$ cat src/sv/ftsc_queue.sv
// Two-entry queue of evaluation jobs between front and back ends.
module ftsc_queue #(
  parameter int unsigned WIDTH = 8
) (
  input  logic             clk_i,
  input  logic             rst_ni,
  input  logic             push_valid_i,
  output logic             push_stall_o,
  input  logic [WIDTH-1:0] push_data_i,
  output logic             pop_valid_o,
  input  logic             pop_stall_i,
  output logic [WIDTH-1:0] pop_data_o
);

  localparam int unsigned DEPTH = 2;
  localparam int unsigned PW    = $clog2(DEPTH);

  logic [WIDTH-1:0] ent_q [DEPTH];
  logic [PW-1:0]    wp_q;
  logic [PW-1:0]    rp_q;
  logic [PW:0]      cnt_q;
  logic             push;
  logic             pop;

  assign push_stall_o = (cnt_q == (PW+1)'(DEPTH));
  assign pop_valid_o  = (cnt_q != '0);
  assign pop_data_o   = ent_q[rp_q];
  assign push         = push_valid_i && !push_stall_o;
  assign pop          = pop_valid_o && !pop_stall_i;

  always_ff @(posedge clk_i or negedge rst_ni) begin
    if (!rst_ni) begin
      wp_q  <= '0;
      rp_q  <= '0;
      cnt_q <= '0;
    end else begin
      if (push) wp_q <= wp_q + 1'b1;
      if (pop)  rp_q <= rp_q + 1'b1;
      if (push && !pop) begin
        cnt_q <= cnt_q + 1'b1;
      end else if (pop && !push) begin
        cnt_q <= cnt_q - 1'b1;
      end
    end
  end

  always_ff @(posedge clk_i) begin
    if (push) ent_q[wp_q] <= push_data_i;
  end

endmodule

$ cat config.mk
export PLATFORM = sky130hd
export DESIGN_NAME = ftsc_queue
export DESIGN_NICKNAME = d
export VERILOG_FILES = /design/src/sv/ftsc_queue.sv
export SDC_FILE = /design/constraint.sdc
export NUM_CORES = 1
export LEC_CHECK = 0
export BUFFER_PORTS_ARGS = -buffer_cell sky130_fd_sc_hd__buf_2
export CAP_MARGIN = 20
export CORE_MARGIN = 5
export CORE_UTILIZATION = 45
export DETAILED_ROUTE_END_ITERATION = 12
export PLACE_DENSITY = 0.71
export SYNTH_ARGS = -nofsm -noshare
export SYNTH_HDL_FRONTEND = slang
export SYNTH_SLANG_ARGS = --single-unit
$ cat constraint.sdc
create_clock -name clk_i -period 2.03 [get_ports clk_i]
set_clock_uncertainty 0.15 [all_clocks]
set_input_delay 0.203 -clock clk_i [delete_from_list [all_inputs] [get_ports clk_i]]
set_output_delay 0.203 -clock clk_i [all_outputs]
set_load 0.02 [all_outputs]
# [Word level (Yosys, flattened, before mapping)]
# Memories as Yosys holds them, arrays and structs flattened.
# Cells that the tools add are included.
[totals] register_bits=4 ramBits=16 n_memories=1
[op_classes] addsub=4 n_eq_ne=1 mux=4 reduce_logical=10
[mem_list] name="ent_q" depth=2 word_bits=8 read_ports=1 rd_ports_with_merged_regs=0 wr=1 line_no="18" source="logic [WIDTH-1:0] ent_q [DEPTH];"
[ops] op="logical AND 1 bit" count=4
[ops] op="zero test 1 bit" count=4
[ops] op="2-to-1 mux 2 bit" count=2
[ops] op="nonzero test 2 bit" count=2
[ops] op="adder 1 bit, second input constant" count=2
[ops] op="adder 2 x 1 -> 2 bit, second input constant" count=1
[ops] op="== test 2 bit, second input constant" count=1
[ops] op="2-to-1 mux 1 bit" count=2
[ops] op="subtractor 2 x 1 -> 2 bit, second input constant" count=1

# [Longest topological paths before layout]
[depth] word_depth=7 mapped_depth=7

# [Worst setup path before layout]
# No wires, ideal clock.
[synth_timing] path_kind="register -> register" start="register cnt_q[0]" end="register cnt_q[1]" setup_time_ns=0.079 t_arrival_ns=1.286 required_ns=1.801 slack_ns=0.515 stages_incl_launch_ff=7 period_less_slack_ns=1.515 path_cell_list="dfrtp_1 nand2b_1 nand2_1 inv_1 ha_1 nor2_1 xor2_1"
[synth_via] elab_chain_cells=6 word_cells_on_any_way=14 classes_between="add/sub: 2; eq/ne: 1; mux: 2; reduce/logical: 9"
[synth_lines] item="start, declared" line_no="21" source="logic [PW:0] cnt_q;"
[synth_lines] item="start signal, assigned" line_no="40" source="cnt_q <= cnt_q + 1'b1;"
[synth_lines] item="start signal, assigned" line_no="42" source="cnt_q <= cnt_q - 1'b1;"
[synth_lines] item="== test 2 bit *" line_no="25" source="assign push_stall_o = (cnt_q == (PW+1)'(DEPTH));"
[synth_lines] item="zero test 1 bit *" line_no="28" source="assign push = push_valid_i && !push_stall_o;"
[synth_lines] item="logical AND 1 bit *" line_no="28"
[synth_lines] item="net push" line_no="22" source="logic push;"
[synth_lines] item="zero test 1 bit" line_no="41" source="end else if (pop && !push) begin"
[synth_lines] item="logical AND 1 bit" line_no="41"
[synth_lines] item="nonzero test 2 bit (no line)"
# Mark *: on every way through the listed nets, which the timed path passes. The rest lies on a longest branch. The select of a mux whose other input is x is not followed.
# A chain may end at the register's enable or synchronous reset.

# [Final worst setup path]
[layout_timing] start="register rp_q" end="output port pop_data_o[1]"
[layout_via] elab_chain_cells=1
[layout_lines] item="start, declared" line_no="20" source="logic [PW-1:0] rp_q;"
[layout_lines] item="start signal, assigned" line_no="38" source="if (pop) rp_q <= rp_q + 1'b1;"
[layout_lines] item="memory (2 x 8 bit)"
[layout_lines] item="end, declared" line_no="12" source="output logic [WIDTH-1:0] pop_data_o"
# Every way passes these cells.

==> run metrics <==
FF-to-FF Start cnt_q[0]; Synth Area in Compound Gates 0%; clock slew at reported path FFs 0.10 ns; share of post-route cells with drive strength above 1 46.15%; hold slack 0.03428 ns; TritonCTS clock tree built; Iteration-0 DRC Markers 8; setup_tns 0 ns; DRC 0; Adder-Cell Fraction of Synth Area 1.603%; critical path cell sequence mux2_2 -> buf_2; Syn Nets 57; CP Data Arrival Time 1.44 ns; r2r setup slk 0.39 ns; final setup fails 0; crit path from rp_q; Buffers on Ports 21; status finished, final reports clean; dominant cell type by area after synthesis edfxtp_1; cell family with most CP delay flip-flops; die span in x 51.66 µm; post-synthesis cell type count 14; combinational family with the most area after synthesis multiplexers; slowest stage cell on the critical path dfrtp_1; fmax 557.5 MHz; number of global-route vias before repair 451; H-tree level count 1; vias 466; LEAKAGE 0.4400 nW; first-pass GRT wire length 1911 µm; Initial Util 46.22%; Mapped Cells 44; Max VDD drop 1.016 mV; chip height 51.66 µm; count of final hold-check violations 0; Layout area overhead 34.78%; Mapped Area 780.7 µm²; initial antenna violation count 0; Synth Warn # 0; Clock Path Buffers 2; filler cell count 127; CP max FO 9; simple-gate share of the synthesized area 5.288%; FF-to-FF path depth 7; Nets 92; worst skew pair latency 0.29 ns; WP data required 1.68 ns; top post-synthesis cells by area edfxtp_1, dfrtp_1, mux2_2; Final Cycle Share 88.36%; CP endpoint pop_data_o[1]; post-CTS setup buffers 0; CP Depth 2; Global Route Usage Sum 10.52%; Slew headroom 73.44%; type of the worst min-delay path input pin to flop; Num CTS Buffers 3; Synth Area in XOR/XNOR 5.609%; critical register-to-register path endpoint cnt_q[1]; RSZ-0062 raised after global routing no; Period minus WS final 1.794 ns; drt total wl 1249 µm; average size of a mapped cell 17.74 µm²; slowest stage delay, CP 0.60 ns; critical path type flop to output port; synthesized flop and latch total 20; sequential area share after synthesis 74.36%; Overflow after GRT 0; clock sink count 20; startpoint types flop; Slew Viols, Final 0; WL per Instance 13.15 µm; post-synth top area share 61.54%; Site Rows 15; gp weighted congestion 0.7061; Pwr Density 1423 mW/mm²; root buffer cell clkbuf_4; Max-Cap Viols 0; mux cell area share after synthesis 11.54%; Slew @ Worst Pin 0.3984 ns; endpoint type of the worst setup path output port; first drt pass iteration count 4; full die area 0.002668 mm²; Vias/cell 4.905; post-DP HPWL 869.3 µm; largest net degree at the start of global routing 13; core area 0.001689 mm²; ANT nets after route 0; boundary pin count 22; Critical path buffers and inverters 1; diode count 0
-- placed cells by master, fill, tap and decap left out, drive strengths merged, types with 2 or more instances in the layout --
master       Yosys  final
dfrtp            4      4
mux2             8      8
dlygate4sd3      0      9
buf              1     22
xnor2            3      3
xor2             2      2
edfxtp          16     16
nand2b           2      2
nor2             2      2
clkbuf           0      3
inv              2      2
-- stage by stage --
| stage | utilization [%] | setup WS, ns | cells | total power (W) | cell area, µm² |
|---|---|---|---|---|---|
| 5_1_grt | 62.30 | 0.1365 | 95 | 0.001587 | 1052 |
| 3_5_place_dp | 53.85 | 0.4175 | 82 | 0.001190 | 909.6 |
| 4_1_cts | 62.30 | 0.2035 | 95 | 0.001521 | 1052 |
| 2_1_floorplan | - | 0.5150 | 44 | 0.001032 | 780.7 |
| 6_report | 62.30 | 0.2363 | 95 | 0.001497 | 1052 |
| 3_3_place_gp | 53.85 | 0.4491 | 82 | 0.001176 | 909.6 |
-- per-layer routing --
metal  track usage (%)  vias to the layer above  wire (µm)
met2             16.95                       17        624
met1             11.24                      221        514
met4             5.240                        0         16
met5                 0                        -          0
met3             5.444                        2         93
li1                  -                      226          -
-- worst min-delay path, stage by stage --
cell and delay (ns):
buf_2 0.07, nand2b_2 0.12, xnor2_1 0.06
-- report_power, final --
part	switching, W	total, W	internal [W]
Combinational	0.000278	0.000527	0.000248
Clock	0.000115	0.000315	0.000200
Sequential	0.0000829	0.000656	0.000573
-- flip-flops by register name (all words and copies together), names as in the netlist --
register	flops
cnt_q	2
rp_q	1
ent_q	16
wp_q	1
-- Yosys cell counts --
cell / instances
mux2_2: 8
dfrtp_1: 4
buf_2: 1
edfxtp_1: 16
inv_1: 2
nor2_1: 2
xor2_1: 2
or2_4: 1
nand2b_2: 1
nand2_1: 1
ha_1: 1
xnor2_1: 3
and3_1: 1
nand2b_1: 1
-- how the worst min path moves through the flow --
stage          endpoint  depth (start not counted)  slack (ns)          from
4_1_cts            rp_q                          3        0.02   pop_stall_i
2_1_floorplan  cnt_q[0]                          0       -0.24        rst_ni
5_1_grt            wp_q                          3        0.04  push_valid_i
3_5_place_dp   cnt_q[1]                          1       -0.13        rst_ni
3_3_place_gp   cnt_q[0]                          1       -0.13        rst_ni
6_report           rp_q                          3        0.03   pop_stall_i
-- cell families (layout without fill, tap and decap cells) --
logic type	count (synthesis)	after routing
and+or+nand+nor	7	7
xor gates and xnor gates	5	5
adders and majority gates	1	1
buffers and inverters	3	37
DFF	20	20
muxes	8	8
-- final cells by class --
cell class	count	area (µm²)	area share (%)
repair buffers	31	202.7	19.26
well taps	17	21.27	2.021
flip-flops and latches	20	580.6	55.17
clock buffers	3	22.52	2.140
multi-input cells	21	187.7	17.84
clock inverters	1	30.03	2.854
inverters	2	7.507	0.7134
-- what timing repair did --
item	CTS	global route
hold endpoints to repair	20	0
hold buffers	9	0
resized for setup	0	0
No activity file was read; power rests on OpenSTA's default activity.
