## src/sv/ftsc_pkg.sv

```systemverilog
// Shared types, constants and helpers of the force/torque sensor conditioner.
package ftsc_pkg;

  localparam int unsigned SAMPLE_BITS = 32;
  localparam int unsigned NUM_FIELDS  = 6;
  localparam int unsigned LEN_W       = 5;
  localparam int unsigned CNT_W       = 10;
  localparam int unsigned SUM_W       = SAMPLE_BITS + LEN_W;
  localparam int unsigned DIV_W       = SAMPLE_BITS + CNT_W;
  localparam int unsigned CFG_IDX_W   = 2;
  localparam int unsigned CFG_DATA_W  = 32;

  localparam logic [CFG_IDX_W-1:0] REG_WIN_LEN = 2'd0;
  localparam logic [CFG_IDX_W-1:0] REG_WARMUP  = 2'd1;
  localparam logic [CFG_IDX_W-1:0] REG_CALIB   = 2'd2;
  localparam logic [CFG_IDX_W-1:0] REG_THRESH  = 2'd3;

  localparam logic [LEN_W-1:0]              WIN_LEN_RST = 5'd10;
  localparam logic [CNT_W-1:0]              WARMUP_RST  = 10'd100;
  localparam logic [CNT_W-1:0]              CALIB_RST   = 10'd500;
  localparam logic signed [SAMPLE_BITS-1:0] THRESH_RST  = 32'sd3277;

  typedef logic [NUM_FIELDS-1:0][SAMPLE_BITS-1:0] smp_vec_t;

  typedef struct packed {
    logic signed [SAMPLE_BITS-1:0] force_x;
    logic signed [SAMPLE_BITS-1:0] force_y;
    logic signed [SAMPLE_BITS-1:0] force_z;
    logic signed [SAMPLE_BITS-1:0] torque_x;
    logic signed [SAMPLE_BITS-1:0] torque_y;
    logic signed [SAMPLE_BITS-1:0] torque_z;
  } in_beat_t;

  typedef struct packed {
    logic signed [SAMPLE_BITS-1:0] filtered_force_x;
    logic signed [SAMPLE_BITS-1:0] filtered_force_y;
    logic signed [SAMPLE_BITS-1:0] filtered_force_z;
    logic signed [SAMPLE_BITS-1:0] filtered_torque_x;
    logic signed [SAMPLE_BITS-1:0] filtered_torque_y;
    logic signed [SAMPLE_BITS-1:0] filtered_torque_z;
    logic                          collision;
    logic                          impact;
  } out_beat_t;

  typedef enum logic [1:0] {
    KIND_CAL      = 2'd0,
    KIND_CAL_LAST = 2'd1,
    KIND_RUN      = 2'd2
  } job_kind_e;

  typedef struct packed {
    job_kind_e        kind;
    logic [LEN_W-1:0] len;
    logic [CNT_W-1:0] cnt;
  } job_ctl_t;

  function automatic smp_vec_t unpack_in(input in_beat_t b);
    smp_vec_t v;
    v[0] = b.force_x;
    v[1] = b.force_y;
    v[2] = b.force_z;
    v[3] = b.torque_x;
    v[4] = b.torque_y;
    v[5] = b.torque_z;
    return v;
  endfunction

  function automatic out_beat_t pack_out(input smp_vec_t f, input logic coll, input logic imp);
    out_beat_t o;
    o.filtered_force_x  = f[0];
    o.filtered_force_y  = f[1];
    o.filtered_force_z  = f[2];
    o.filtered_torque_x = f[3];
    o.filtered_torque_y = f[4];
    o.filtered_torque_z = f[5];
    o.collision         = coll;
    o.impact            = imp;
    return o;
  endfunction

  // Clamp a one-bit-wider difference to the sample range.
  function automatic logic [SAMPLE_BITS-1:0] sat_sample(input logic [SAMPLE_BITS:0] v);
    logic [SAMPLE_BITS-1:0] r;
    if (v[SAMPLE_BITS] != v[SAMPLE_BITS-1]) begin
      r = v[SAMPLE_BITS] ? {1'b1, {(SAMPLE_BITS-1){1'b0}}} : {1'b0, {(SAMPLE_BITS-1){1'b1}}};
    end else begin
      r = v[SAMPLE_BITS-1:0];
    end
    return r;
  endfunction

endpackage

```

## src/sv/ftsc_front.sv

```systemverilog
// Front end: sample history memory, decimation, calibration phase tracking and window sums.
module ftsc_front import ftsc_pkg::*; #(
  parameter int unsigned MAX_WINDOW = 16,
  parameter int unsigned CHANNELS   = 6
) (
  input  logic                      clk_i,
  input  logic                      rst_ni,
  input  logic                      in_valid_i,
  output logic                      in_stall_o,
  input  in_beat_t                  in_data_i,
  input  logic [LEN_W-1:0]          win_len_i,
  input  logic [CNT_W-1:0]          warmup_i,
  input  logic [CNT_W-1:0]          calib_i,
  output logic                      job_valid_o,
  input  logic                      job_stall_i,
  output job_ctl_t                  job_ctl_o,
  output logic [CHANNELS*SUM_W-1:0] job_sums_o
);

  localparam int unsigned PTR_W = (MAX_WINDOW > 1) ? $clog2(MAX_WINDOW) : 1;
  localparam int unsigned ROW_W = CHANNELS * SAMPLE_BITS;
  localparam logic [PTR_W-1:0] PTR_LAST = PTR_W'(MAX_WINDOW - 1);

  typedef enum logic [2:0] {
    FS_IDLE = 3'b001,
    FS_SUM  = 3'b010,
    FS_PUSH = 3'b100
  } front_st_e;

  front_st_e st_q, st_d;

  logic [ROW_W-1:0]       mem [MAX_WINDOW];
  logic [MAX_WINDOW-1:0]  row_vld_q;
  logic [ROW_W-1:0]       row_in;
  logic [ROW_W-1:0]       rdata_q;
  logic                   rok_q;
  logic                   rvld_q;
  logic [PTR_W-1:0]       wptr_q;
  logic [PTR_W-1:0]       rptr_q;
  logic [LEN_W-1:0]       iss_q;
  logic [LEN_W-1:0]       tick_q;
  logic [LEN_W-1:0]       tick_nx;
  logic [LEN_W-1:0]       len_eff;
  logic [CNT_W-1:0]       warm_cnt_q;
  logic [CNT_W-1:0]       cal_cnt_q;
  logic [CNT_W-1:0]       cal_nx;
  logic [CNT_W-1:0]       need;
  logic                   calibrated_q;
  logic                   accept;
  logic                   evaluate;
  logic                   warm_skip;
  logic                   issue;
  logic                   sum_done;
  job_kind_e              kind;
  job_ctl_t               ctl_q;
  logic signed [SUM_W-1:0] acc_q [CHANNELS];
  smp_vec_t               smp;

  always_comb begin
    if (win_len_i == '0) begin
      len_eff = LEN_W'(1);
    end else if (32'(win_len_i) > MAX_WINDOW) begin
      len_eff = LEN_W'(MAX_WINDOW);
    end else begin
      len_eff = win_len_i;
    end
  end

  assign smp = unpack_in(in_data_i);

  always_comb begin
    for (int c = 0; c < CHANNELS; c++) begin
      row_in[c*SAMPLE_BITS +: SAMPLE_BITS] = smp[c];
    end
  end

  assign in_stall_o = (st_q != FS_IDLE);
  assign accept     = in_valid_i && (st_q == FS_IDLE);
  assign tick_nx    = tick_q + 1'b1;
  assign evaluate   = (tick_nx >= len_eff);
  assign warm_skip  = !calibrated_q && (warm_cnt_q < warmup_i);
  assign need       = (calib_i == '0) ? CNT_W'(1) : calib_i;
  assign cal_nx     = cal_cnt_q + 1'b1;

  always_comb begin
    if (calibrated_q) begin
      kind = KIND_RUN;
    end else if (cal_nx >= need) begin
      kind = KIND_CAL_LAST;
    end else begin
      kind = KIND_CAL;
    end
  end

  assign issue    = (st_q == FS_SUM) && (iss_q != ctl_q.len);
  assign sum_done = (st_q == FS_SUM) && (iss_q == ctl_q.len) && !rvld_q;

  always_comb begin
    st_d = st_q;
    unique case (st_q)
      FS_IDLE: if (accept && evaluate && !warm_skip) st_d = FS_SUM;
      FS_SUM:  if (sum_done) st_d = FS_PUSH;
      FS_PUSH: if (!job_stall_i) st_d = FS_IDLE;
      default: st_d = FS_IDLE;
    endcase
  end

  always_ff @(posedge clk_i or negedge rst_ni) begin
    if (!rst_ni) begin
      st_q         <= FS_IDLE;
      row_vld_q    <= '0;
      wptr_q       <= '0;
      tick_q       <= '0;
      warm_cnt_q   <= '0;
      cal_cnt_q    <= '0;
      calibrated_q <= 1'b0;
      rvld_q       <= 1'b0;
      iss_q        <= '0;
    end else begin
      st_q   <= st_d;
      rvld_q <= issue;
      if (accept) begin
        row_vld_q[wptr_q] <= 1'b1;
        wptr_q            <= (wptr_q == PTR_LAST) ? '0 : wptr_q + 1'b1;
        tick_q            <= evaluate ? '0 : tick_nx;
        iss_q             <= '0;
        if (evaluate) begin
          if (warm_skip) begin
            warm_cnt_q <= warm_cnt_q + 1'b1;
          end else if (!calibrated_q) begin
            cal_cnt_q <= cal_nx;
            if (kind == KIND_CAL_LAST) calibrated_q <= 1'b1;
          end
        end
      end else if (issue) begin
        iss_q <= iss_q + 1'b1;
      end
    end
  end

  // History rows: newest at wptr, read back newest first during the sum.
  always_ff @(posedge clk_i) begin
    if (accept) mem[wptr_q] <= row_in;
    rdata_q <= mem[rptr_q];
    rok_q   <= row_vld_q[rptr_q];
    if (accept) begin
      rptr_q <= wptr_q;
      ctl_q  <= '{kind: kind, len: len_eff, cnt: cal_nx};
    end else if (issue) begin
      rptr_q <= (rptr_q == '0) ? PTR_LAST : rptr_q - 1'b1;
    end
  end

  always_ff @(posedge clk_i) begin
    for (int c = 0; c < CHANNELS; c++) begin
      if (accept) begin
        acc_q[c] <= '0;
      end else if (rvld_q && rok_q) begin
        acc_q[c] <= acc_q[c] + SUM_W'($signed(rdata_q[c*SAMPLE_BITS +: SAMPLE_BITS]));
      end
    end
  end

  assign job_valid_o = (st_q == FS_PUSH);
  assign job_ctl_o   = ctl_q;

  always_comb begin
    for (int c = 0; c < CHANNELS; c++) begin
      job_sums_o[c*SUM_W +: SUM_W] = acc_q[c];
    end
  end

endmodule

```

## config.mk

```make
export PLATFORM = sky130hd
export DESIGN_NAME = ftsc_front
export DESIGN_NICKNAME = d
export VERILOG_FILES = /design/src/sv/ftsc_pkg.sv /design/src/sv/ftsc_front.sv
export SDC_FILE = /design/constraint.sdc
export NUM_CORES = 2
export LEC_CHECK = 0
export BUFFER_PORTS_ARGS = -buffer_cell sky130_fd_sc_hd__buf_4
export CAP_MARGIN = 20
export CORE_MARGIN = 2
export CORE_UTILIZATION = 40
export CTS_BUF_LIST = sky130_fd_sc_hd__clkbuf_8
export DETAILED_ROUTE_END_ITERATION = 10
export SYNTH_ARGS = -nofsm -noshare
export SYNTH_HDL_FRONTEND = slang
export SYNTH_SLANG_ARGS = --single-unit
```

## constraint.sdc

```tcl
create_clock -name clk_i -period 48.7 [get_ports clk_i]
set_input_delay 9.74 -clock clk_i [delete_from_list [all_inputs] [get_ports clk_i]]
set_output_delay 9.74 -clock clk_i [all_outputs]
set_load 0.02 [all_outputs]
```

# Word level (Yosys, flattened, before mapping)
# Memory sizes are Yosys's and may differ from the RTL's. A register that Yosys moved wholly into a read port is not among the register bits.
# Index checks and enable logic that the tools add are counted.
# classes
addsub,12
order_cmp,7
n_eq_ne,11
muxes,33
n_bitwise,9
n_reduce_logical,20
# ops
cell,n
37-bit by 32-bit adder with 37-bit output,6
37-bit 2-to-1 mux,6
5-bit 2-to-1 mux,5
"10-bit by 1-bit adder with 10-bit output, second input constant",2
4-bit 2-to-1 mux,4
16-bit OR,1
"5-bit by 1-bit adder with 5-bit output, second input constant",2
10-bit greater-or-equal comparator,1
10-bit logical NOT,1
10-bit < comparator,1
"4-bit by 5-bit < comparator with 1-bit output, second input constant",2
1-bit 2-to-1 mux,10
10-bit 2-to-1 mux,1
1-bit logical AND,9
3-bit 2-to-1 mux,3
3-bit one-hot mux with 3 select lines,1
3-bit AND reduction,3
1-bit OR,6
5-bit == test,1
5-bit greater-or-equal comparator,1
"5-bit greater-than comparator, second input constant",1
5-bit logical NOT,1
5-bit != test,1
"4-bit by 1-bit adder with 4-bit output, second input constant",1
other kinds (18),22
# totals
register_bits,77
mem_bits_rw,3294
in_bits,221
output_inout_bits,241
word_cells,108
n_memories,2
# memory_table
memory,words,word_bits,rd,rd_clocked_by_memory_dff,write_ports,line_no,rtl
mem,16,192,1,1,1,ftsc_front.sv:32,logic [ROW_W-1:0] mem [MAX_WINDOW];
acc_q,6,37,6,0,6,ftsc_front.sv:56,logic signed [SUM_W-1:0] acc_q [CHANNELS];

# Depth between registers and ports, before layout
# depth
depth_word,8
mapped_depth,13
mapped_depth_nobuf,13

# Worst setup path before layout
# Ideal clock, no wire load.
# synth_timing
path_type,input-to-reg
from,input in_valid_i
to,register row_vld_q[2]
setup_time_ps,149
arrival_time_ps,24497
required_ps,48551
path_slack_ps,24054
cell_stages,6
path_buffers,1
path_cell_list,nand2_1 -> inv_1 -> clkbuf_1 -> nand2_1 -> nor3_1 -> or2_2
# synth_between
elab_chain_len,1
# synth_lines
item,line_no,rtl
"start, declared",ftsc_front.sv:8,"input logic in_valid_i,"
1-bit logical AND,ftsc_front.sv:78,assign accept = in_valid_i && (st_q == FS_IDLE);
"end signal, assigned",ftsc_front.sv:111,row_vld_q <= '0;
"end signal, assigned by index",ftsc_front.sv:123,row_vld_q[wptr_q] <= 1'b1;
"end, declared",ftsc_front.sv:33,logic [MAX_WINDOW-1:0] row_vld_q;
# No other way between the ends.
# A chain may end at the register's enable or synchronous reset.

# Worst setup path in the final report
# layout_timing
from,input in_valid_i
to,"memory mem[13][176] (netlist name), enable pin"
# layout_between
elab_chain_len,3
# layout_lines
item,line_no,rtl
1-bit logical AND,ftsc_front.sv:78,
1-bit 2-to-1 mux,ftsc_front.sv:143,if (accept) mem[wptr_q] <= row_in;
1-bit 2-to-1 mux (implied by the code),ftsc_front.sv:143,
"end, declared",ftsc_front.sv:32,
# No other way between the ends.

==> metrics.cfg <==
[grt]
grt_use_total = 0.1986
grt_max_degree = 150
grt_pass1_wl_um = 518900
first_global_vias = 73957
antenna_found_initial = 101
grt-ovfl-total = 0

[floorplanning]
die_y_um = 599.9
die_w_um = 599.9
die_area_sq_um = 359800
ios = 462
start_util = 0.4024
core_region_area_sq_um = 353000
rows = 218

[clock_network]
clock_path_buffers = 4
postCtsHoldBufs = 0
cts_tree = done
cts_buffers = 591
cts_setup_buffers = 0
cts-root-buf = clkbuf_8
ctsResizeCount = 0
cts_max_level = 6
clock_sinks = 3563
insertion_delay_ps = 1180
clk_pin_slew_worst_paths_ps = 60

[power_and_ir_drop]
intPower_w = 0.005539
switching_share = 0.2836
power_density_nw_per_um2 = 47.52
p_seq_frac = 0.486
peakVddDrop_mv = 0.03470
p_switching_w = 0.002193
p_leak_nw = 55.16
pwr-share-comb = 0.191
p_clk_frac = 0.323

[sta]
clock-skew-final_ps = 86.88
slew_viol_final = 0
finalCritPeriodShare = 0.2652
slew_headroom = 0.2101
post-route-min-period_ps = 12920
setup_violations = 0
finalHoldViolations = 0
setup-tns-final_ps = 0
fmax_mhz = 77.41
rsz0062_at_grt = false
worstMarginPinSlew_ps = 1185

[job]
maxCapViolCount = 0

[final_layout]
final_cells = 13104
fillers = 29675
drive_above_1_share = 0.2798
fin_nets = 8341
area_growth_pct = 14.58

[synthesis]
synth_compound_area_frac = 0.03537
synthXorXnorAreaFrac = 0.01332
yosys-mux-area-fraction = 0.1517
ys_seq_area_frac = 0.7379
avgSynthCellArea_sq_um = 20.25
synth_top_family_by_area = multiplexers
netlist_instances = 7013
yosys-top-cells-area = edfxtp_1 70%, mux4_2 15%, dfxtp_1 2.7%
yosysTopAreaCellShare = 0.7010
synth_common_cells = 3,315 x edfxtp_1, 947 x mux4_2, 318 x nor2_1, 250 x ha_1, 227 x a21oi_1
netlist_area_sq_um = 142000
syn_nets = 7490
async_reset_ff_frac = 0.01544
synthAdderAreaFrac = 0.02287
yosys.area_share.simple = 0.02802
synth_edf_count = 3315
ys_ff_latch = 3563
ys_dominant_reg_cell = edfxtp_1
ys_warn_count = 0
ys_types = 89
yosysMostFrequentCell = edfxtp_1
synth.largest_area_cell = edfxtp_1

[detailed_routing]
drt_wl_total_um = 360600
drc_errors = 0
wl_per_cell_um = 27.52
vias = 72052
viasPerCell = 5.498
postRouteAntennaNets = 0
dr.pass1.iters = 5
drt-initial-drc-count = 6106

[placed_design]
gp_congestion = 0.8630
dpl.cell_count = 11998
portBuffers = 461
post-dp-hpwl_um = 210900

[critical_path]
start_kind = input pin
crit_arrival_ps = 13700
cp_max_fo = 53
required_ps = 49480
crit_type = in -> reg
end_kind = register

[min_path]
hp-class = reg -> reg

[run_status]
status = finished, final reports clean

final cells by class:
| class | count | area [sq um] | area share |
|---|---|---|---|
| Antenna cell | 30 | 75.07 | 0.0004614 |
| Clock buffer | 633 | 8712 | 0.05354 |
| Clock inverter | 440 | 2496 | 0.01534 |
| Inverter | 93 | 349.1 | 0.002145 |
| Multi-Input combinational cell | 3049 | 35830 | 0.2202 |
| Sequential cell | 3563 | 104800 | 0.6440 |
| Tap cell | 4730 | 5918 | 0.03637 |
| Timing Repair Buffer | 566 | 4552 | 0.02797 |
cell families (layout without fill, tap and decap cells):
logic type	count (synthesis)	count (layout)
flip-flops	3563	3563
adder cells (fa/ha/maj)	256	256
AO/OA/AOI/OAI	766	766
other	0	30
multiplexers	968	968
AND/OR/NAND/NOR	843	843
buffers and inverters	401	1732
XOR/XNOR	216	216
state kept, by name, indices dropped and copies added (netlist names):
signal and count:
mem 3072, acc_q 222, rdata_q 192, job_ctl_o 17
row_vld_q 16, cal_cnt_q 10, warm_cnt_q 10, iss_q 5
tick_q 5, rptr_q 4, wptr_q 4, st_q 3
calibrated_q 1, rok_q 1, rvld_q 1
power groups by stage:
| stage | registers [W] | logic [W] | clock network [W] |
|---|---|---|---|
| floorplan | 0.00385 | 0.00101 | 0 |
| global placement | 0.00382 | 0.00147 | 0 |
| detailed placement | 0.00382 | 0.00148 | 0 |
| CTS | 0.00376 | 0.00148 | 0.00257 |
| global route | 0.00378 | 0.00159 | 0.00270 |
| finish | 0.00376 | 0.00147 | 0.00250 |
worst paths after layout:
| kind | startpoint | to | slack (ps) | cells after the start |
|---|---|---|---|---|
| min reg2reg | row_vld_q[10] | row_vld_q[10] | 470 | 1 |
| max in group asynchronous | rst_ni | row_vld_q[2] | 39480 | 1 |
| min | row_vld_q[10] | row_vld_q[10] | 470 | 1 |
| max | in_valid_i | mem[13][176] | 35780 | 9 |
| max reg2reg | rptr_q[0] | rdata_q[106] | 43000 | 6 |
| min in group asynchronous | rst_ni | warm_cnt_q[9] | 8660 | 1 |
cell usage in the layout (no fill, tap or decap), types with 56 or more instances in the layout:
master    synthesis  routed
edfxtp_1       3315    3315
mux4_2          947     947
clkbuf_8          0     633
buf_4             0     541
inv_1            93     341
nor2_1          318     305
ha_1            250     250
a21oi_1         227     227
dfxtp_1         193     193
nand2_1         184     183
a21o_1          131     131
o21ai_0         128     128
xnor2_1         121     121
xor2_1           95      95
clkinv_1          0      77
nand3_1          57      56
layer usage:
metal / wire length (um) / track usage
met2: 170600 / 0.3142
met3: 27670 / 0.04991
met4: 13650 / 0.08056
met5: 494 / 0
met1: 148200 / 0.2635
critical path, stage by stage:
cell and delay (ps):
buf_4 90, nand2_1 50, buf_4 250, inv_2 170, buf_4 490, nand2_1 360
nor2_4 900, buf_4 720, buf_4 760
stage by stage:
step | worst slack [ps] | hold slack, ps | instance area, sq um | util | total power (W)
2_1_floorplan | 24050 | 433.7 | 142000 | - | 0.004854
3_3_place_gp | 34570 | 447.6 | 151300 | 0.4288 | 0.005281
3_5_place_dp | 34480 | 450.8 | 151400 | 0.4289 | 0.005301
4_1_cts | 35730 | 463.8 | 162600 | 0.4606 | 0.007819
5_1_grt | 35600 | 479.9 | 162700 | 0.4609 | 0.008070
6_report | 35780 | 465.3 | 162700 | 0.4610 | 0.007733
Note: power is estimated with default switching activity, not from simulation.
