File: config.mk
export PLATFORM = sky130hd
export DESIGN_NAME = ftsc_back
export DESIGN_NICKNAME = d
export VERILOG_FILES = /design/src/sv/ftsc_pkg.sv /design/src/sv/ftsc_div.sv /design/src/sv/ftsc_back.sv
export SDC_FILE = /design/constraint.sdc
export NUM_CORES = 2
export LEC_CHECK = 0
export BUFFER_PORTS_ARGS = -buffer_cell sky130_fd_sc_hd__buf_2
export CAP_MARGIN = 20
export CORE_MARGIN = 2
export CORE_UTILIZATION = 44
export CTS_CLUSTER_SIZE = 14
export DETAILED_ROUTE_END_ITERATION = 7
export GPL_TIMING_DRIVEN = 0
export PLACE_DENSITY = 0.6
export SLEW_MARGIN = 5
export SYNTH_ARGS = -nofsm -noshare
export SYNTH_HDL_FRONTEND = slang
export SYNTH_SLANG_ARGS = --single-unit
File: constraint.sdc
create_clock -name clk_i -period 35.9 [get_ports clk_i]
set_input_delay 1.795 -clock clk_i [delete_from_list [all_inputs] [get_ports clk_i]]
set_output_delay 1.795 -clock clk_i [all_outputs]
set_load 0.05 [all_outputs]
File: src/sv/ftsc_pkg.sv
// Shared types, constants and helpers of the force/torque sensor conditioner.
package ftsc_pkg;

  localparam int unsigned SAMPLE_BITS = 32;
  localparam int unsigned NUM_FIELDS  = 6;
  localparam int unsigned LEN_W       = 5;
  localparam int unsigned CNT_W       = 10;
  localparam int unsigned SUM_W       = SAMPLE_BITS + LEN_W;
  localparam int unsigned DIV_W       = SAMPLE_BITS + CNT_W;
  localparam int unsigned CFG_IDX_W   = 2;
  localparam int unsigned CFG_DATA_W  = 32;

  localparam logic [CFG_IDX_W-1:0] REG_WIN_LEN = 2'd0;
  localparam logic [CFG_IDX_W-1:0] REG_WARMUP  = 2'd1;
  localparam logic [CFG_IDX_W-1:0] REG_CALIB   = 2'd2;
  localparam logic [CFG_IDX_W-1:0] REG_THRESH  = 2'd3;

  localparam logic [LEN_W-1:0]              WIN_LEN_RST = 5'd10;
  localparam logic [CNT_W-1:0]              WARMUP_RST  = 10'd100;
  localparam logic [CNT_W-1:0]              CALIB_RST   = 10'd500;
  localparam logic signed [SAMPLE_BITS-1:0] THRESH_RST  = 32'sd3277;

  typedef logic [NUM_FIELDS-1:0][SAMPLE_BITS-1:0] smp_vec_t;

  typedef struct packed {
    logic signed [SAMPLE_BITS-1:0] force_x;
    logic signed [SAMPLE_BITS-1:0] force_y;
    logic signed [SAMPLE_BITS-1:0] force_z;
    logic signed [SAMPLE_BITS-1:0] torque_x;
    logic signed [SAMPLE_BITS-1:0] torque_y;
    logic signed [SAMPLE_BITS-1:0] torque_z;
  } in_beat_t;

  typedef struct packed {
    logic signed [SAMPLE_BITS-1:0] filtered_force_x;
    logic signed [SAMPLE_BITS-1:0] filtered_force_y;
    logic signed [SAMPLE_BITS-1:0] filtered_force_z;
    logic signed [SAMPLE_BITS-1:0] filtered_torque_x;
    logic signed [SAMPLE_BITS-1:0] filtered_torque_y;
    logic signed [SAMPLE_BITS-1:0] filtered_torque_z;
    logic                          collision;
    logic                          impact;
  } out_beat_t;

  typedef enum logic [1:0] {
    KIND_CAL      = 2'd0,
    KIND_CAL_LAST = 2'd1,
    KIND_RUN      = 2'd2
  } job_kind_e;

  typedef struct packed {
    job_kind_e        kind;
    logic [LEN_W-1:0] len;
    logic [CNT_W-1:0] cnt;
  } job_ctl_t;

  function automatic smp_vec_t unpack_in(input in_beat_t b);
    smp_vec_t v;
    v[0] = b.force_x;
    v[1] = b.force_y;
    v[2] = b.force_z;
    v[3] = b.torque_x;
    v[4] = b.torque_y;
    v[5] = b.torque_z;
    return v;
  endfunction

  function automatic out_beat_t pack_out(input smp_vec_t f, input logic coll, input logic imp);
    out_beat_t o;
    o.filtered_force_x  = f[0];
    o.filtered_force_y  = f[1];
    o.filtered_force_z  = f[2];
    o.filtered_torque_x = f[3];
    o.filtered_torque_y = f[4];
    o.filtered_torque_z = f[5];
    o.collision         = coll;
    o.impact            = imp;
    return o;
  endfunction

  // Clamp a one-bit-wider difference to the sample range.
  function automatic logic [SAMPLE_BITS-1:0] sat_sample(input logic [SAMPLE_BITS:0] v);
    logic [SAMPLE_BITS-1:0] r;
    if (v[SAMPLE_BITS] != v[SAMPLE_BITS-1]) begin
      r = v[SAMPLE_BITS] ? {1'b1, {(SAMPLE_BITS-1){1'b0}}} : {1'b0, {(SAMPLE_BITS-1){1'b1}}};
    end else begin
      r = v[SAMPLE_BITS-1:0];
    end
    return r;
  endfunction

endpackage

File: src/sv/ftsc_div.sv
// Restoring divider lane, signed dividend over unsigned divisor: one bit a cycle on step_i.
module ftsc_div import ftsc_pkg::*; (
  input  logic                    clk_i,
  input  logic                    load_i,
  input  logic                    step_i,
  input  logic signed [DIV_W-1:0] dividend_i,
  input  logic [CNT_W-1:0]        divisor_i,
  output logic signed [DIV_W-1:0] quotient_o
);

  logic             neg_q;
  logic [DIV_W-1:0] quo_q;
  logic [CNT_W-1:0] rem_q;
  logic [CNT_W-1:0] dvs_q;
  logic [CNT_W:0]   rem_sh;
  logic [CNT_W:0]   rem_sub;
  logic             fit;

  assign rem_sh  = {rem_q, quo_q[DIV_W-1]};
  assign fit     = rem_sh >= {1'b0, dvs_q};
  assign rem_sub = rem_sh - {1'b0, dvs_q};

  always_ff @(posedge clk_i) begin
    if (load_i) begin
      neg_q <= dividend_i[DIV_W-1];
      quo_q <= dividend_i[DIV_W-1] ? (~dividend_i + 1'b1) : dividend_i;
      rem_q <= '0;
      dvs_q <= divisor_i;
    end else if (step_i) begin
      rem_q <= fit ? rem_sub[CNT_W-1:0] : rem_sh[CNT_W-1:0];
      quo_q <= {quo_q[DIV_W-2:0], fit};
    end
  end

  // Truncate toward zero: divide magnitudes, then restore the sign.
  assign quotient_o = neg_q ? -$signed(quo_q) : $signed(quo_q);

endmodule

File: src/sv/ftsc_back.sv
// Back end: window means, calibration offsets, offset removal, contact flags, output register.
module ftsc_back import ftsc_pkg::*; #(
  parameter int unsigned CHANNELS = 6
) (
  input  logic                          clk_i,
  input  logic                          rst_ni,
  input  logic                          job_valid_i,
  output logic                          job_stall_o,
  input  job_ctl_t                      job_ctl_i,
  input  logic [CHANNELS*SUM_W-1:0]     job_sums_i,
  input  logic signed [SAMPLE_BITS-1:0] thresh_i,
  output logic                          out_valid_o,
  input  logic                          out_stall_i,
  output out_beat_t                     out_data_o
);

  localparam int unsigned FZ_CH = (CHANNELS > 2) ? 2 : 0;
  localparam int unsigned STP_W = $clog2(DIV_W);
  localparam logic [STP_W-1:0] STP_LAST = STP_W'(DIV_W - 1);

  typedef enum logic [4:0] {
    BS_IDLE = 5'b00001,
    BS_MDIV = 5'b00010,
    BS_POST = 5'b00100,
    BS_ODIV = 5'b01000,
    BS_OFIN = 5'b10000
  } back_st_e;

  back_st_e st_q, st_d;

  job_ctl_t                      ctl_q;
  logic [STP_W-1:0]              stp_q;
  logic                          div_load;
  logic                          div_step;
  logic [CNT_W-1:0]              div_b;
  logic signed [DIV_W-1:0]       div_a     [CHANNELS];
  logic signed [DIV_W-1:0]       quo       [CHANNELS];
  logic signed [SAMPLE_BITS-1:0] mean      [CHANNELS];
  logic signed [DIV_W-1:0]       cal_sum_q [CHANNELS];
  logic signed [DIV_W-1:0]       cal_sum_d [CHANNELS];
  logic signed [SAMPLE_BITS-1:0] off_q     [CHANNELS];
  smp_vec_t                      filt;
  logic                          pop;
  logic                          out_free;
  logic                          out_wr;
  logic                          coll;
  logic                          imp;
  logic                          prev_coll_q;
  logic                          out_vld_q;
  out_beat_t                     out_q;

  assign job_stall_o = (st_q != BS_IDLE);
  assign pop         = job_valid_i && (st_q == BS_IDLE);
  assign out_free    = !out_vld_q || !out_stall_i;
  assign div_step    = (st_q == BS_MDIV) || (st_q == BS_ODIV);
  assign div_load    = pop || ((st_q == BS_POST) && (ctl_q.kind == KIND_CAL_LAST));
  assign div_b       = (st_q == BS_IDLE) ? CNT_W'(job_ctl_i.len) : ctl_q.cnt;

  always_comb begin
    for (int c = 0; c < CHANNELS; c++) begin
      mean[c]      = quo[c][SAMPLE_BITS-1:0];
      cal_sum_d[c] = cal_sum_q[c] + DIV_W'(mean[c]);
      div_a[c]     = (st_q == BS_IDLE) ? DIV_W'($signed(job_sums_i[c*SUM_W +: SUM_W]))
                                       : cal_sum_d[c];
    end
  end

  for (genvar g = 0; g < CHANNELS; g++) begin : g_lane
    ftsc_div u_div (
      .clk_i      (clk_i),
      .load_i     (div_load),
      .step_i     (div_step),
      .dividend_i (div_a[g]),
      .divisor_i  (div_b),
      .quotient_o (quo[g])
    );
  end

  always_comb begin
    filt = '0;
    for (int c = 0; c < CHANNELS; c++) begin
      filt[c] = sat_sample((SAMPLE_BITS+1)'(mean[c]) - (SAMPLE_BITS+1)'(off_q[c]));
    end
  end

  assign coll   = $signed(filt[FZ_CH]) > thresh_i;
  assign imp    = coll && !prev_coll_q;
  assign out_wr = (st_q == BS_POST) && (ctl_q.kind == KIND_RUN) && out_free;

  always_comb begin
    st_d = st_q;
    unique case (st_q)
      BS_IDLE: if (pop) st_d = BS_MDIV;
      BS_MDIV: if (stp_q == STP_LAST) st_d = BS_POST;
      BS_POST: begin
        unique case (ctl_q.kind)
          KIND_RUN:      if (out_free) st_d = BS_IDLE;
          KIND_CAL_LAST: st_d = BS_ODIV;
          default:       st_d = BS_IDLE;
        endcase
      end
      BS_ODIV: if (stp_q == STP_LAST) st_d = BS_OFIN;
      BS_OFIN: st_d = BS_IDLE;
      default: st_d = BS_IDLE;
    endcase
  end

  always_ff @(posedge clk_i or negedge rst_ni) begin
    if (!rst_ni) begin
      st_q        <= BS_IDLE;
      stp_q       <= '0;
      out_vld_q   <= 1'b0;
      prev_coll_q <= 1'b0;
      for (int c = 0; c < CHANNELS; c++) begin
        cal_sum_q[c] <= '0;
        off_q[c]     <= '0;
      end
    end else begin
      st_q <= st_d;
      if (div_load) begin
        stp_q <= '0;
      end else if (div_step) begin
        stp_q <= stp_q + 1'b1;
      end
      if (out_wr) begin
        out_vld_q   <= 1'b1;
        prev_coll_q <= coll;
      end else if (!out_stall_i) begin
        out_vld_q <= 1'b0;
      end
      // Accumulate means while calibrating; offsets land after the second divide.
      if ((st_q == BS_POST) && (ctl_q.kind != KIND_RUN)) begin
        for (int c = 0; c < CHANNELS; c++) cal_sum_q[c] <= cal_sum_d[c];
      end
      if (st_q == BS_OFIN) begin
        for (int c = 0; c < CHANNELS; c++) off_q[c] <= quo[c][SAMPLE_BITS-1:0];
      end
    end
  end

  always_ff @(posedge clk_i) begin
    if (pop)    ctl_q <= job_ctl_i;
    if (out_wr) out_q <= pack_out(filt, coll, imp);
  end

  assign out_valid_o = out_vld_q;
  assign out_data_o  = out_q;

endmodule

-- After elaboration in Yosys (flattened, before gate mapping)
Cells that the tools add are included.
W data, S select, Z words.
- $add $sub $neg: 31
- $lt $le $gt $ge: 7
- equal/unequal tests: 21
- multiplexer cells: 59
- bitwise logic cells: 6
- reductions and logical operators: 14
- operators with widths (kind ; number):
    $mux W42 ; 24
    $mux W32 ; 18
    $add A42 B1 Y42 const B ; 6
    $add A42 B32 Y42 ; 6
    $not A42 Y42 ; 6
    $sub A32 B32 Y33 ; 6
    $neg A32 Y32 ; 6
    $ge A11 B10 Y1 ; 6
    $mux W10 ; 6
    $sub A10 B10 Y10 ; 6
    $gt A32 B32 Y1 ; 1
    $mux W5 ; 5
    $pmux W5 S4 ; 1
    $mux W6 ; 2
    $pmux W5 S2 ; 1
    $add A6 B1 Y6 const B ; 1
    $eq A6 B6 Y1 const B ; 1
    $logic_and A1 B1 Y1 ; 6
    $ne A1 B1 Y1 ; 6
    $ne A2 B1 Y1 const B ; 3
    $eq A5 B1 Y1 const B ; 1
    $eq A5 B2 Y1 const B ; 1
    $eq A5 B3 Y1 const B ; 1
    $eq A5 B4 Y1 const B ; 1
    other kinds (11) ; 17
- register bits after elaboration: 991
- input port bits: 275
- output and inout port bits: 196
- word-level logic and storage cells: 184

-- Logic depth before layout (Yosys ltp)
- word-level depth: 8
- mapped depth: 34
- gate-level depth less buffers: 33

-- By module
A second synthesis with hierarchy kept.
- cells, all modules: 9345
- area total of the unflattened synthesis: 81324.2 um^2
- modules (own cells, without submodules) (module ; times used ; cells each ; area an instance (um^2)):
    ftsc_back ; 1 ; 6057 ; 51145.3
    ftsc_div ; 6 ; 548 ; 5029.8

-- Least setup slack after synthesis
Ideal clock, no wire load.
- path kind: input to register
- start: in out_stall_i
- end: reg prev_coll_q
- arrival: 12.464 ns
- required time: 35.786 ns
- slack: 23.322 ns
- cell stages on the path: 2
- buffers on the path: 0
- cell sequence: a21oi_1 -> mux2_2
- longest elaborated chain between the ends: 3
- ends and longest elaborated chain (what ; line ; RTL):
    from (decl) ; ftsc_back.sv:13 ; input logic out_stall_i,
    $logic_not A1 Y1 ; n/a ;
    $logic_or A1 B1 Y1 ; ftsc_back.sv:54 ; assign out_free = !out_vld_q || !out_stall_i;
    $logic_and A1 B1 Y1 ; ftsc_back.sv:88 ; assign out_wr = (st_q == BS_POST) && (ctl_q.kind == KIND_RUN) && out_free;
    to (signal assigned) ; ftsc_back.sv:127 ; prev_coll_q <= coll;
    to (decl) ; ftsc_back.sv:48 ; logic prev_coll_q;
Every way passes these cells.
A chain may end at the register's enable or synchronous reset.

-- Worst setup path after layout
- start: reg st_q[0]
- end: reg g_lane[3].u_div.quo_q[28], data pin
- longest elaborated chain between the ends: 6
- elaborated cells on any way between the ends: 10
- those cells by class: add/sub (1); eq/ne (2); mux (3); bitwise (1); reduce/logical (3)
- ends and longest elaborated chain (what ; line ; RTL):
    from (decl) ; ftsc_back.sv:29 ; back_st_e st_q, st_d;
    from (signal assigned) ; ftsc_back.sv:119 ; st_q <= st_d;
    $eq A5 B1 Y1 ; ftsc_back.sv:53, ftsc_back.sv:63 ;
    $mux W42 ; ftsc_back.sv:63 ; div_a[c] = (st_q == BS_IDLE) ? DIV_W'($signed(job_sums_i[c*SUM_W +: SUM_W]))
    $not A42 Y42 ; ftsc_div.sv:26 ; quo_q <= dividend_i[DIV_W-1] ? (~dividend_i + 1'b1) : dividend_i;
    $add A42 B1 Y42 ; ftsc_div.sv:26 ;
    $mux W42 ; ftsc_div.sv:26 ;
    $mux W42 * ; ftsc_div.sv:24 ; if (load_i) begin
    to (signal assigned) ; ftsc_div.sv:26 ;
    to (signal assigned) ; ftsc_div.sv:31 ; quo_q <= {quo_q[DIV_W-2:0], fit};
    to (decl) ; ftsc_div.sv:12 ; logic [DIV_W-1:0] quo_q;
Every way passes the cells marked *; elsewhere a longest branch is shown, timed or not.

==> metrics.txt <==
status finished, final reports clean; gr usage total 0.362; post-CTS setup buffers 0; sequential fraction of the synthesis area 0.343; Fill cells ~17k; Hold WS 0.470 ns; drt pass-1 iters 6; RSZ-0062 raised after global routing false; Skew-Pair Late Insertion Delay 0.84 ns; Max-Cap Viols 0; Starting Density 0.444; Final Cycle Share 0.317; clock-pin slew on the worst setup and hold paths 0.06 ns; YS warnings 0; Routability Congestion slightly below 1; Tightest Pin Transition 1.23 ns; Setup TNS 0 ns; cell family with most CP delay buffers and inverters; placed insts 12.0k; port buffer count 470; Die Ht 426 µm; Fmax 88.0 MHz; Crit path depth 21; detailed-placement wirelength estimate 261 mm; Tmin final 11.37 ns; top_reg_cell synth edfxtp_1; # hold bufs at CTS 0; Core Area 176000 µm²; Mapped Cells 9144; post-DR wirelength/cell 27.5 µm; Final Net Count 10.6k; hold violation count in the final report 0; mapped cell area 78400 µm²; initial antenna violation count 50; total clock sinks 991; ys async rst share 0.461; share of cells above drive strength 1 0.107; Avg Vias per Cell approximately 6.2; Startpoint Class register; slowest CP cell dfstp_2; Hold Crit Depth 1; most common cell after layout, fill and taps aside nand2_1; CP max FO 10; vias in the first global route around 70k; Worst Setup End Kind register; first-pass GRT wire length 483 mm; io pins 471; Yosys reg bits 991; Max Slew Vio Count 0; CP Cell Sequence and2_1 > buf_2 > buf_2 > buf_2 > buf_2 > buf_2 > buf_2 > buf_2 > buf_2 > clkbuf_2 > clkbuf_2 > mux2i_1 > ha_1 > o21ai_0 > or3_1 > nor4bb_1 > nand4_1 > nor2_1 > nor2_1 > xor2_1 > a21oi_1; num rows 154; DRT antenna net count 0; maximum number of pins on one net before global-route repair 116; CTS Buffer Depth 3; Buf+Inv Stages, Crit Path 10; initial drt markers 8074; total routed wirelength ~340 mm; total grt overflow 0; post-cts repair resize count 0; Rel. slew slack 0.183; Inserted Clock Buffers between 100 and 150; Synth Net Count 9981; most frequent cells in the layout nand2_1 (1021), a21oi_1 (875), o21ai_0 (840); CP max stage delay ~0.86 ns; critical path class reg2reg; Area Overhead vs Synth 13.8%; die area around 180000 µm²; Finish-stage setup viols 0; htree depth 4; CP Data Required Time 36.41 ns; cell depth of the worst flop-to-flop path 21; Vias around 76k; drt drc 0; CTS tree yes; Die X 426 µm; Syn Area/Cell 8.57 µm²; Final Non-Filler Cells ~12k; number of synthesized flops with an enable pin 474; Tightest Hold Check Type reg2reg; Distinct cells, synth between 100 and 150; Layout Skew 0.0397 ns; root cell of the clock tree clkbuf_16; CP dominant cell by count buf_2; CP Data Arrival Time 11.88 ns
==> routing by layer <==
layer	share of wire	track usage
met5	0.00035	0
met4	0.066	0.218
met3	0.095	0.0770
met2	0.42	0.535
met1	0.41	0.484
==> cell usage after synthesis (34+ instances only) <==
master,number,area share
or4_1,51,0.0049
a21oi_1,876,0.056
nand2_1,1021,0.049
nand3_1,150,0.0096
ha_1,544,0.087
edfxtp_1,474,0.18
nor2b_1,68,0.0054
dfrtp_1,456,0.15
o211ai_1,64,0.0061
nand4_1,125,0.010
nand2b_1,98,0.0078
clkbuf_1,326,0.016
mux2_2,141,0.020
and3_1,86,0.0069
dfxtp_1,60,0.015
buf_1,45,0.0022
a211oi_1,55,0.0053
xor2_1,298,0.033
nor2_1,701,0.034
inv_1,407,0.019
xnor2_1,499,0.056
o21bai_1,45,0.0043
nor3_1,147,0.0094
nor4_1,56,0.0045
maj3_1,38,0.0049
o21ai_0,840,0.054
a21o_1,261,0.025
or3_1,85,0.0068
or2_2,34,0.0027
mux2i_1,145,0.019
a21boi_0,34,0.0033
a31oi_1,90,0.0072
o31ai_1,140,0.013
and2_1,48,0.0038
o21a_1,75,0.0072
==> area by class of cell <==
| cell class | instances | area [µm²] | share of cell area |
|---|---|---|---|
| Inverter | 410 | 1550 | 0.0174 |
| Sequential cell | 991 | 26900 | 0.301 |
| Antenna cell | 31 | 77.6 | 0.000870 |
| Clock buffer | 179 | 3640 | 0.0409 |
| Timing Repair Buffer | 533 | 3420 | 0.0383 |
| Multi-Input combinational cell | 7335 | 48400 | 0.543 |
| Tap cell | 2340 | 2930 | 0.0328 |
| Clock inverter | 61 | 616 | 0.00691 |
| Buffer | 408 | 1670 | 0.0188 |
==> path summary, 6_finish.rpt <==
kind,slack [ns],from,end
worst max-delay path,24.53,st_q[0]$_DFFE_PN1P_,g_lane[3].u_div.quo_q[28]$_DFFE_PP_
worst min-delay path,0.47,g_lane[3].u_div.rem_q[9]$_SDFFE_PN0P_,g_lane[3].u_div.rem_q[9]$_SDFFE_PN0P_
worst max register to register,24.53,st_q[0]$_DFFE_PN1P_,g_lane[3].u_div.quo_q[28]$_DFFE_PP_
worst min register to register,0.47,g_lane[3].u_div.rem_q[9]$_SDFFE_PN0P_,g_lane[3].u_div.rem_q[9]$_SDFFE_PN0P_
max in group asynchronous,33.31,rst_ni,cal_sum_q[126]$_DFFE_PN0P_
min in group asynchronous,0.97,rst_ni,off_q[156]$_DFFE_PN0N_
==> through the flow <==
step | utilization | setup WS, ns | cell area (µm²)
finish | 0.505 | 24.53 | 89100
global route | 0.505 | 24.58 | 89100
CTS | 0.504 | 24.49 | 89000
detailed placement | 0.480 | 24.53 | 84700
global placement | 0.474 | 18.11 | 83600
floorplan | - | 23.32 | 78400
==> kinds of logic (layout without fill, tap and decap cells) <==
kind of cell | count (synthesis) | count (layout) | share of synthesized area
flip-flops | 991 | 991 | 0.343
buffers and inverters | 818 | 1591 | 0.0402
other | 0 | 31 | 0
XOR/XNOR | 799 | 799 | 0.0895
AO/OA/AOI/OAI | 2879 | 2879 | 0.227
AND/OR/NAND/NOR | 2771 | 2771 | 0.166
multiplexers | 286 | 286 | 0.0388
adder cells (fa/ha/maj) | 600 | 600 | 0.0963
==> registers in the layout (all words and copies together), names as in the netlist <==
signal and count:
cal_sum_q 252, ctl_q 12, g_lane.u_div.dvs_q 10, g_lane.u_div.neg_q 6
g_lane.u_div.quo_q 252, g_lane.u_div.rem_q 60, off_q 192, out_data_o 194
out_valid_o 1, prev_coll_q 1, st_q 5, stp_q 6
Power is left out: the tool's default activity adds up to more than one toggle a clock period on the data nets, which glitch-free logic cannot reach.
